$ cat config.mk
export PLATFORM = sky130hd
export DESIGN_NAME = frame_pacer_rate_meter
export DESIGN_NICKNAME = d
export VERILOG_FILES = /design/src/rtl/fpr_pkg.sv /design/src/rtl/fpr_cell.sv /design/src/rtl/fpr_div.sv /design/src/rtl/frame_pacer_rate_meter.sv
export VERILOG_INCLUDE_DIRS = /design/src /design/src/rtl
export SDC_FILE = /design/constraint.sdc
export NUM_CORES = 1
export LEC_CHECK = 0
export BUFFER_PORTS_ARGS = -buffer_cell sky130_fd_sc_hd__buf_2
export CAP_MARGIN = 20
export CORE_MARGIN = 3
export CORE_UTILIZATION = 35
export DETAILED_ROUTE_END_ITERATION = 8
export MAX_ROUTING_LAYER = met4
export PLACE_DENSITY = 0.54
export RECOVER_POWER = 25
export REMOVE_ABC_BUFFERS = 1
export SETUP_SLACK_MARGIN = 0.05
export SYNTH_ARGS = -nofsm -noshare
export SYNTH_HDL_FRONTEND = slang
export SYNTH_SLANG_ARGS = --single-unit
$ cat constraint.sdc
create_clock -name i_clk -period 16.7 [get_ports i_clk]
set_input_delay 2.505 -clock i_clk [delete_from_list [all_inputs] [get_ports i_clk]]
set_output_delay 2.505 -clock i_clk [all_outputs]
set_load 0.03 [all_outputs]
$ cat src/rtl/assert_macros.svh
// Assertion helpers for the RTL files that check their own behavior.
// Both expect a clock named i_clk in scope; ASSERT_CLKD also expects an active-low reset named i_rst_n.
`ifndef ASSERT_MACROS_SVH
`define ASSERT_MACROS_SVH

// Checked on every rising clock edge outside reset.
`define ASSERT_CLKD(lbl, prop, msg) \
    lbl: assert property (@(posedge i_clk) disable iff (!i_rst_n) prop) else $error(msg);

// Checked on every rising clock edge, reset included.
`define ASSERT_ALWAYS(lbl, prop, msg) \
    lbl: assert property (@(posedge i_clk) prop) else $error(msg);

`endif

$ cat src/rtl/fpr_pkg.sv
package fpr_pkg;

    localparam int WINDOW     = 10;
    localparam int RATE_SCALE = 1000;
    localparam int RATE_NUM   = RATE_SCALE * WINDOW;
    localparam int NUM_W      = $clog2(RATE_NUM + 1);
    localparam int CNT_W      = $clog2(NUM_W);
    localparam int STAMP_W    = 32;
    localparam int IVL_W      = 16;
    localparam int RATE_W     = 14;
    localparam int OUT_W      = 16;

    localparam logic [RATE_W-1:0] RATE_MAX  = {RATE_W{1'b1}};
    localparam logic [IVL_W-1:0]  IVL_RESET = 16'd16;

    typedef enum logic {
        OP_START = 1'b0,
        OP_CHECK = 1'b1
    } t_op;

    typedef enum logic {
        ST_IDLE,
        ST_DIV
    } t_state;

    typedef struct packed {
        logic fill;
        logic shift;
    } t_cell_ctrl;

    typedef struct packed {
        logic              done;
        logic [RATE_W-1:0] rate;
    } t_div_res;

    // Clamp a raw quotient to the largest value the rate field can hold.
    function automatic logic [RATE_W-1:0] sat_rate(input logic [NUM_W-1:0] q);
        logic [31:0] q_ext;
        q_ext = 32'(q);
        if (q_ext > 32'(RATE_MAX)) begin
            return RATE_MAX;
        end
        return RATE_W'(q);
    endfunction

endpackage

$ cat src/rtl/fpr_cell.sv
module fpr_cell (
    input  logic                        i_clk,
    input  logic                        i_rst_n,
    input  fpr_pkg::t_cell_ctrl         i_ctrl,
    input  logic [fpr_pkg::STAMP_W-1:0] i_fill_data,
    input  logic [fpr_pkg::STAMP_W-1:0] i_next_data,
    output logic [fpr_pkg::STAMP_W-1:0] o_stamp
);
    import fpr_pkg::*;

    logic [STAMP_W-1:0] r_stamp;
    logic [STAMP_W-1:0] n_stamp;

    // A start fills the cell; an accepted frame takes the newer neighbor's stamp.
    always_comb begin
        n_stamp = r_stamp;
        if (i_ctrl.fill) begin
            n_stamp = i_fill_data;
        end else if (i_ctrl.shift) begin
            n_stamp = i_next_data;
        end
    end

    always_ff @(posedge i_clk) begin
        if (!i_rst_n) begin
            r_stamp <= '0;
        end else begin
            r_stamp <= n_stamp;
        end
    end

    assign o_stamp = r_stamp;

endmodule

$ cat src/rtl/fpr_div.sv
module fpr_div (
    input  logic                        i_clk,
    input  logic                        i_rst_n,
    input  logic                        i_start,
    input  logic [fpr_pkg::STAMP_W-1:0] i_divisor,
    output fpr_pkg::t_div_res           o_res
);
    import fpr_pkg::*;

    logic               r_busy, n_busy;
    logic               r_done, n_done;
    logic [CNT_W-1:0]   r_cnt, n_cnt;
    logic [STAMP_W-1:0] r_rem, n_rem;
    logic [STAMP_W-1:0] r_dvs, n_dvs;
    logic [NUM_W-1:0]   r_quot, n_quot;

    logic [STAMP_W:0]   w_trial;
    logic [STAMP_W:0]   w_diff;
    logic               w_ge;

    // Restoring division, one quotient bit per cycle. The dividend sits in the
    // quotient register and is shifted out at the top as quotient bits come in.
    assign w_trial = {r_rem, r_quot[NUM_W-1]};
    assign w_ge    = (w_trial >= {1'b0, r_dvs});
    assign w_diff  = w_trial - {1'b0, r_dvs};

    always_comb begin
        n_busy = r_busy;
        n_done = 1'b0;
        n_cnt  = r_cnt;
        n_rem  = r_rem;
        n_dvs  = r_dvs;
        n_quot = r_quot;
        if (i_start) begin
            n_busy = 1'b1;
            n_cnt  = '0;
            n_rem  = '0;
            n_dvs  = i_divisor;
            n_quot = NUM_W'(RATE_NUM);
        end else if (r_busy) begin
            n_rem  = w_ge ? w_diff[STAMP_W-1:0] : w_trial[STAMP_W-1:0];
            n_quot = {r_quot[NUM_W-2:0], w_ge};
            n_cnt  = r_cnt + CNT_W'(1);
            if (r_cnt == CNT_W'(NUM_W - 1)) begin
                n_busy = 1'b0;
                n_done = 1'b1;
            end
        end
    end

    always_ff @(posedge i_clk) begin
        if (!i_rst_n) begin
            r_busy <= 1'b0;
            r_done <= 1'b0;
            r_cnt  <= '0;
        end else begin
            r_busy <= n_busy;
            r_done <= n_done;
            r_cnt  <= n_cnt;
        end
    end

    always_ff @(posedge i_clk) begin
        r_rem  <= n_rem;
        r_dvs  <= n_dvs;
        r_quot <= n_quot;
    end

    assign o_res.done = r_done;
    assign o_res.rate = sat_rate(r_quot);

endmodule

$ cat src/rtl/frame_pacer_rate_meter.sv
// Frame pacer and rate meter. Each request carries a millisecond time stamp and
// an opcode. A start request fills the timestamp window with its time, clears the
// newest slot and answers at once with the current rate. A check request compares
// the time since the newest stamp with the configured frame interval; if it is
// too short the answer is wait, otherwise the window moves up by one slot, the
// rate becomes 1000*WINDOW over the span back to the oldest stamp, and the new
// time becomes the newest stamp. Start requests, wait answers and accepted frames
// whose span back to the oldest stamp is zero produce their result in the cycle
// after acceptance. Any other accepted frame runs a bit-serial divider that
// produces one quotient bit per cycle, and its result is registered once the
// divider reports that it is done.
// The block holds one request at a time; the next is taken once the divider is
// idle and the previous result has been taken or is being taken.
module frame_pacer_rate_meter (
    input  logic                        i_clk,
    input  logic                        i_rst_n,
    // Frame interval register write.
    input  logic                        i_cfg_we,
    input  logic [fpr_pkg::IVL_W-1:0]   i_cfg_wdata,
    // Request channel.
    input  logic                        i_s_tvalid,
    output logic                        o_s_tready,
    input  logic [fpr_pkg::STAMP_W-1:0] i_s_tdata,   // [31:0] now_ms
    input  logic                        i_s_tuser,   // [0] opcode
    // Result channel.
    output logic                        o_m_tvalid,
    input  logic                        i_m_tready,
    output logic [fpr_pkg::OUT_W-1:0]   o_m_tdata    // [0] wait_res, [14:1] frame_rate
);
    import fpr_pkg::*;

    `include "assert_macros.svh"

    t_state            r_state, n_state;
    logic              r_out_valid, n_out_valid;
    logic              r_out_wait, n_out_wait;
    logic [RATE_W-1:0] r_out_rate, n_out_rate;
    logic [RATE_W-1:0] r_rate, n_rate;
    logic [IVL_W-1:0]  r_interval;

    logic [STAMP_W-1:0] w_stamp [WINDOW];
    t_cell_ctrl         w_ctrl;
    t_div_res           w_div;
    logic               w_div_start;
    logic               w_in_fire;
    logic               w_out_fire;
    logic [STAMP_W-1:0] w_since;
    logic [STAMP_W-1:0] w_span;
    t_op                w_op;

    always_ff @(posedge i_clk) begin
        if (!i_rst_n) begin
            r_interval <= IVL_RESET;
        end else if (i_cfg_we) begin
            r_interval <= i_cfg_wdata;
        end
    end

    // The window is a row of cells, oldest at index zero. On an accepted frame every
    // cell but the newest takes the stamp of its newer neighbor and the newest cell
    // takes the request time. A start loads the request time into all but the newest, which it clears.
    genvar gi;
    generate
        for (gi = 0; gi < WINDOW; gi++) begin : g_cell
            fpr_cell u_cell (
                .i_clk       (i_clk),
                .i_rst_n     (i_rst_n),
                .i_ctrl      (w_ctrl),
                .i_fill_data ((gi == WINDOW - 1) ? '0 : i_s_tdata),
                .i_next_data ((gi == WINDOW - 1) ? i_s_tdata : w_stamp[(gi + 1) % WINDOW]),
                .o_stamp     (w_stamp[gi])
            );
        end
    endgenerate

    fpr_div u_div (
        .i_clk     (i_clk),
        .i_rst_n   (i_rst_n),
        .i_start   (w_div_start),
        .i_divisor (w_span),
        .o_res     (w_div)
    );

    assign o_s_tready = (r_state == ST_IDLE) && (!r_out_valid || i_m_tready);
    assign w_in_fire  = i_s_tvalid && o_s_tready;
    assign w_out_fire = r_out_valid && i_m_tready;
    assign w_op       = t_op'(i_s_tuser);

    // Both differences wrap modulo 2^32. After the shift the oldest stamp is
    // the one that currently sits in the second-oldest cell.
    assign w_since = i_s_tdata - w_stamp[WINDOW-1];
    assign w_span  = i_s_tdata - w_stamp[1];

    always_comb begin
        n_state     = r_state;
        n_out_valid = r_out_valid;
        n_out_wait  = r_out_wait;
        n_out_rate  = r_out_rate;
        n_rate      = r_rate;
        w_ctrl      = '0;
        w_div_start = 1'b0;

        if (w_out_fire) begin
            n_out_valid = 1'b0;
        end

        unique case (r_state)
            ST_IDLE: begin
                if (w_in_fire) begin
                    unique case (w_op)
                        OP_START: begin
                            w_ctrl.fill = 1'b1;
                            n_out_valid = 1'b1;
                            n_out_wait  = 1'b0;
                            n_out_rate  = r_rate;
                        end
                        OP_CHECK: begin
                            if (w_since < STAMP_W'(r_interval)) begin
                                n_out_valid = 1'b1;
                                n_out_wait  = 1'b1;
                                n_out_rate  = r_rate;
                            end else begin
                                w_ctrl.shift = 1'b1;
                                if (w_span == '0) begin
                                    // Zero span keeps the previous rate.
                                    n_out_valid = 1'b1;
                                    n_out_wait  = 1'b0;
                                    n_out_rate  = r_rate;
                                end else begin
                                    w_div_start = 1'b1;
                                    n_state     = ST_DIV;
                                end
                            end
                        end
                        default: begin
                        end
                    endcase
                end
            end
            ST_DIV: begin
                // The result register is free here: it was empty or being taken
                // when the frame was accepted.
                if (w_div.done) begin
                    n_rate      = w_div.rate;
                    n_out_valid = 1'b1;
                    n_out_wait  = 1'b0;
                    n_out_rate  = w_div.rate;
                    n_state     = ST_IDLE;
                end
            end
            default: begin
                n_state = ST_IDLE;
            end
        endcase
    end

    always_ff @(posedge i_clk) begin
        if (!i_rst_n) begin
            r_state     <= ST_IDLE;
            r_out_valid <= 1'b0;
            r_rate      <= '0;
        end else begin
            r_state     <= n_state;
            r_out_valid <= n_out_valid;
            r_rate      <= n_rate;
        end
    end

    always_ff @(posedge i_clk) begin
        r_out_wait <= n_out_wait;
        r_out_rate <= n_out_rate;
    end

    assign o_m_tvalid = r_out_valid;
    assign o_m_tdata  = {1'b0, r_out_rate, r_out_wait};

    // No request may enter while a division is running.
    `ASSERT_CLKD(a_no_accept_in_div, (r_state == ST_DIV) |-> !o_s_tready, "request taken during division")
    // The divider only finishes while the controller waits for it.
    `ASSERT_CLKD(a_div_done_in_div, w_div.done |-> (r_state == ST_DIV), "division result with no frame pending")
    // An accepted frame leaves its time in the newest cell.
    `ASSERT_CLKD(a_newest_stamp, ($past(i_rst_n) && $past(w_ctrl.shift)) |-> (w_stamp[WINDOW-1] == $past(i_s_tdata)), "newest stamp not the frame time")
    // The start fill and the frame shift never happen together.
    `ASSERT_ALWAYS(a_ctrl_excl, !(w_ctrl.fill && w_ctrl.shift), "fill and shift at once")

endmodule

==> reports/qor.yml <==
multiInputGateArea_mm2: 0.0112
synth-seq-area-share_pct: 41.9
place.gp.congestion: 0.904
cts-buffers-inserted: 47
dieArea_mm2: 0.0633
hold_path.class: "reg2reg"
worst_pin_slew_ps: 2540
highest_layer: "met4"
required_ps: 17170
postSynthAreaPerCell_um2: 9.79
synth-seq-cells: 419
hpwlAfterDp_mm: 37.3
outcome: "finished with violations"
drt-total-wl_mm: 52.7
yosysTopAreaCell: "dfxtp_1"
fin_crit_sh_pct: 54.7
p_int_mw: 2.03
syn_area_mm2: 0.0211
synth_flop_cell: "dfxtp_1"
netlist-cell-type-count: 83
drc: 0
cp_slowest_cell: "or3_1"
cts-root-buf: "clkbuf_16"
yosys_warnings: 0
finalSetupTns_ps: 0
worstSetupPathType: "in2reg"
cp_num_buf_inv: 4
vdd_drop_max_mv: 0.0646
grt_pass1_wl_mm: 85.6
synth_edf_count: 47
path_cells: "clkbuf_1, inv_1, ha_1, fa_1, nand2b_1, a21oi_1, o21ai_0, nand3_1, xor2_1, ha_1, nor2b_1, o21ai_0, o211ai_1, nor4_1, nand4b_1, nor4_1, and4b_1, or3_1, buf_4, buf_4, mux2i_1, nor2_1"
die_h_um: 252
antenna_left: 0
seqPwrFrac_pct: 40.4
first_pass_iters: 6
pwr-share-comb_pct: 25.7
crit_start: "i_s_tdata[0]"
swShare_pct: 31.8
hold_violations: 0
cap_viol_max_count: 2
io_pins: 72
place_area_mm2: 0.0220
track_usage_pct: 16.9
seq_area_mm2: 0.00886
r2r_start: "g_cell[9].u_cell.o_stamp[0]"
wl_met3_mm: 1.83
finalNetCount: 2326
drv_slew: 74
drtIter0Drc: 1222
finClkSkew_ps: 11.8
postCtsSetupRepairBufs: 0
fp.dieW_um: 252
violations: "max-capacitance violations, max-slew violations"
netlist.area_leader.share_pct: 35.3
cpPeakStageDelay_ps: 1170
ctsHoldBuffers: 0
tritoncts: "built"
holdCritStartpoint: "r_rate[2]"
grt_max_degree: 98
post-route-cell-area_mm2: 0.0235
drive_gt1_share_pct: 18.9
arrival_ps: 9610
yosys-top-cells-area: "dfxtp_1, o221a_2, edfxtp_1"
h-tree-depth: 2
met2WireLength_mm: 24.3
clk_pin_slew_ps: 60
critical_path.top_delay_family: "simple AND/OR/NAND/NOR gates"
clk-insertion-delay-late_ps: 590
num-fill-cells: 5809
relSlewSlack_pct: -69.6
core_area_mm2: 0.0594
power_switching_mw: 0.948
area_growth_pct: 11.2
clockBufferDepth: 3
grt_pass1_vias: 15900
cp-end-kind: "flop"
initial_core_util_pct: 35.6
setup_violations: 0
power.share.clock_pct: 33.9
clock.fmax_mhz: 109
drt-wirelength-per-cell_um: 17.7
power_density_mw_per_mm2: 127
cts.repair.resized: 0
crit_fanout: 97
rsz0062_at_grt: "false"
port_buffers: 70
power_leakage_nw: 9.36
vias: 16400
grt_overflow_total: 0
antenna_found_initial: 3
vias_per_cell: 5.52
async_reset_ff_share_pct: 0
whs_ps: 466
route.layer.met1.wl_mm: 25.2
row_count: 89
cts.sinks: 419
critPathLaunchType: "primary input"
synth_cells: 2158
timing.final.crit_period_ps: 9140
==> power by group through the flow <==
stage	clock network, mW	registers [mW]	logic, mW
after floorplan	0	1.21	0.604
after global placement	0	1.22	0.752
after detailed placement	0	1.22	0.762
after CTS	1.04	1.20	0.767
after global routing	1.08	1.22	0.860
final	1.01	1.20	0.766
==> kinds of logic after synthesis <==
| kind of cell | synth area share (%) |
|---|---|
| AO/OA/AOI/OAI | 27.6 |
| adder cells (fa/ha/maj) | 6.86 |
| multiplexers | 4.40 |
| AND/OR/NAND/NOR | 11.0 |
| other | 0.0178 |
| buffers and inverters | 5.24 |
| flip-flops | 41.9 |
| XOR/XNOR | 2.94 |
==> metrics by stage <==
stage | std cells | power [mW] | utilization (%) | setup WS [ps]
CTS | 2969 | 3.01 | 39.7 | 8370
global placement | 2882 | 1.97 | 37.1 | 7930
floorplan | 2023 | 1.81 | - | 1280
global route | 2970 | 3.16 | 39.6 | 6920
detailed placement | 2882 | 1.99 | 37.1 | 7760
finish | 2970 | 2.98 | 39.6 | 7560
==> path summary, 6_finish.rpt <==
kind	endpoint	slack, ps	depth (start not counted)
max reg2reg	g_cell[9].u_cell.o_stamp[18]	9420	20
min	r_rate[2]	470	2
max	g_cell[9].u_cell.o_stamp[18]	7560	22
min reg2reg	r_rate[2]	470	2
==> Yosys cell counts, drive strengths merged (4+ instances only) <==
| cell type | instances |
|---|---|
| o221a | 256 |
| a31oi | 12 |
| o21bai | 10 |
| a21boi | 20 |
| mux2 | 15 |
| inv | 141 |
| o21ai | 96 |
| or2 | 6 |
| nand2 | 158 |
| a2111oi | 8 |
| nor3 | 24 |
| clkbuf | 93 |
| a21o | 27 |
| a211oi | 17 |
| o22ai | 4 |
| nor2 | 152 |
| mux2i | 76 |
| ha | 111 |
| a311oi | 5 |
| dfxtp | 372 |
| o211ai | 40 |
| nand4 | 15 |
| nand2b | 11 |
| a21oi | 106 |
| nand3 | 28 |
| o31ai | 7 |
| nor4 | 11 |
| xor2 | 32 |
| xnor2 | 39 |
| edfxtp | 47 |
| and3 | 8 |
| a221oi | 5 |
| and2 | 11 |
| nor2b | 31 |
| or3 | 13 |
| buf | 42 |
| o21a | 54 |
==> tightest hold or removal path, stage by stage (launching register included) <==
cell and delay, ps:
dfxtp_1 310, nand2_1 50, a21boi_0 60
==> layout by cell type (no fill, tap or decap), drive strengths merged, types with 20 or more instances in the layout <==
cell type	netlist	layout
dfxtp	372	372
o21ai	96	96
mux2i	76	76
o211ai	40	40
xor2	32	32
buf	42	63
a21oi	106	106
o221a	256	256
ha	111	111
nand3	28	28
o21a	54	54
inv	141	147
xnor2	39	39
clkbuf	93	92
nand2	158	158
a21boi	20	20
nor2	152	152
a21o	27	27
edfxtp	47	47
nor2b	31	31
nor3	24	24
==> routing by layer <==
layer	vias up	track usage, %
met5	-	-
met2	290	27.0
met1	7910	22.4
met3	100	2.37
li1	8105	-
met4	0	4.56
==> final cells by class <==
class,instances,area share (%)
clock inverter,18,0.714
tap,773,4.12
multi-input combinational,1463,47.6
sequential,419,37.7
inverter,141,2.25
antenna,1,0.0107
clock buffer,69,5.74
timing repair buffer,86,1.85
==> registers in the layout, summed over array words and instances, names as in the netlist <==
name                   cells
g_cell.u_cell.o_stamp    288
u_div.r_dvs               32
u_div.r_rem               32
r_interval                16
r_out_rate                14
r_rate                    14
u_div.r_quot              14
u_div.r_cnt                4
o_m_tvalid                 1
r_out_wait                 1
r_state                    1
u_div.r_busy               1
u_div.r_done               1
(Power assumes the default switching activity.)
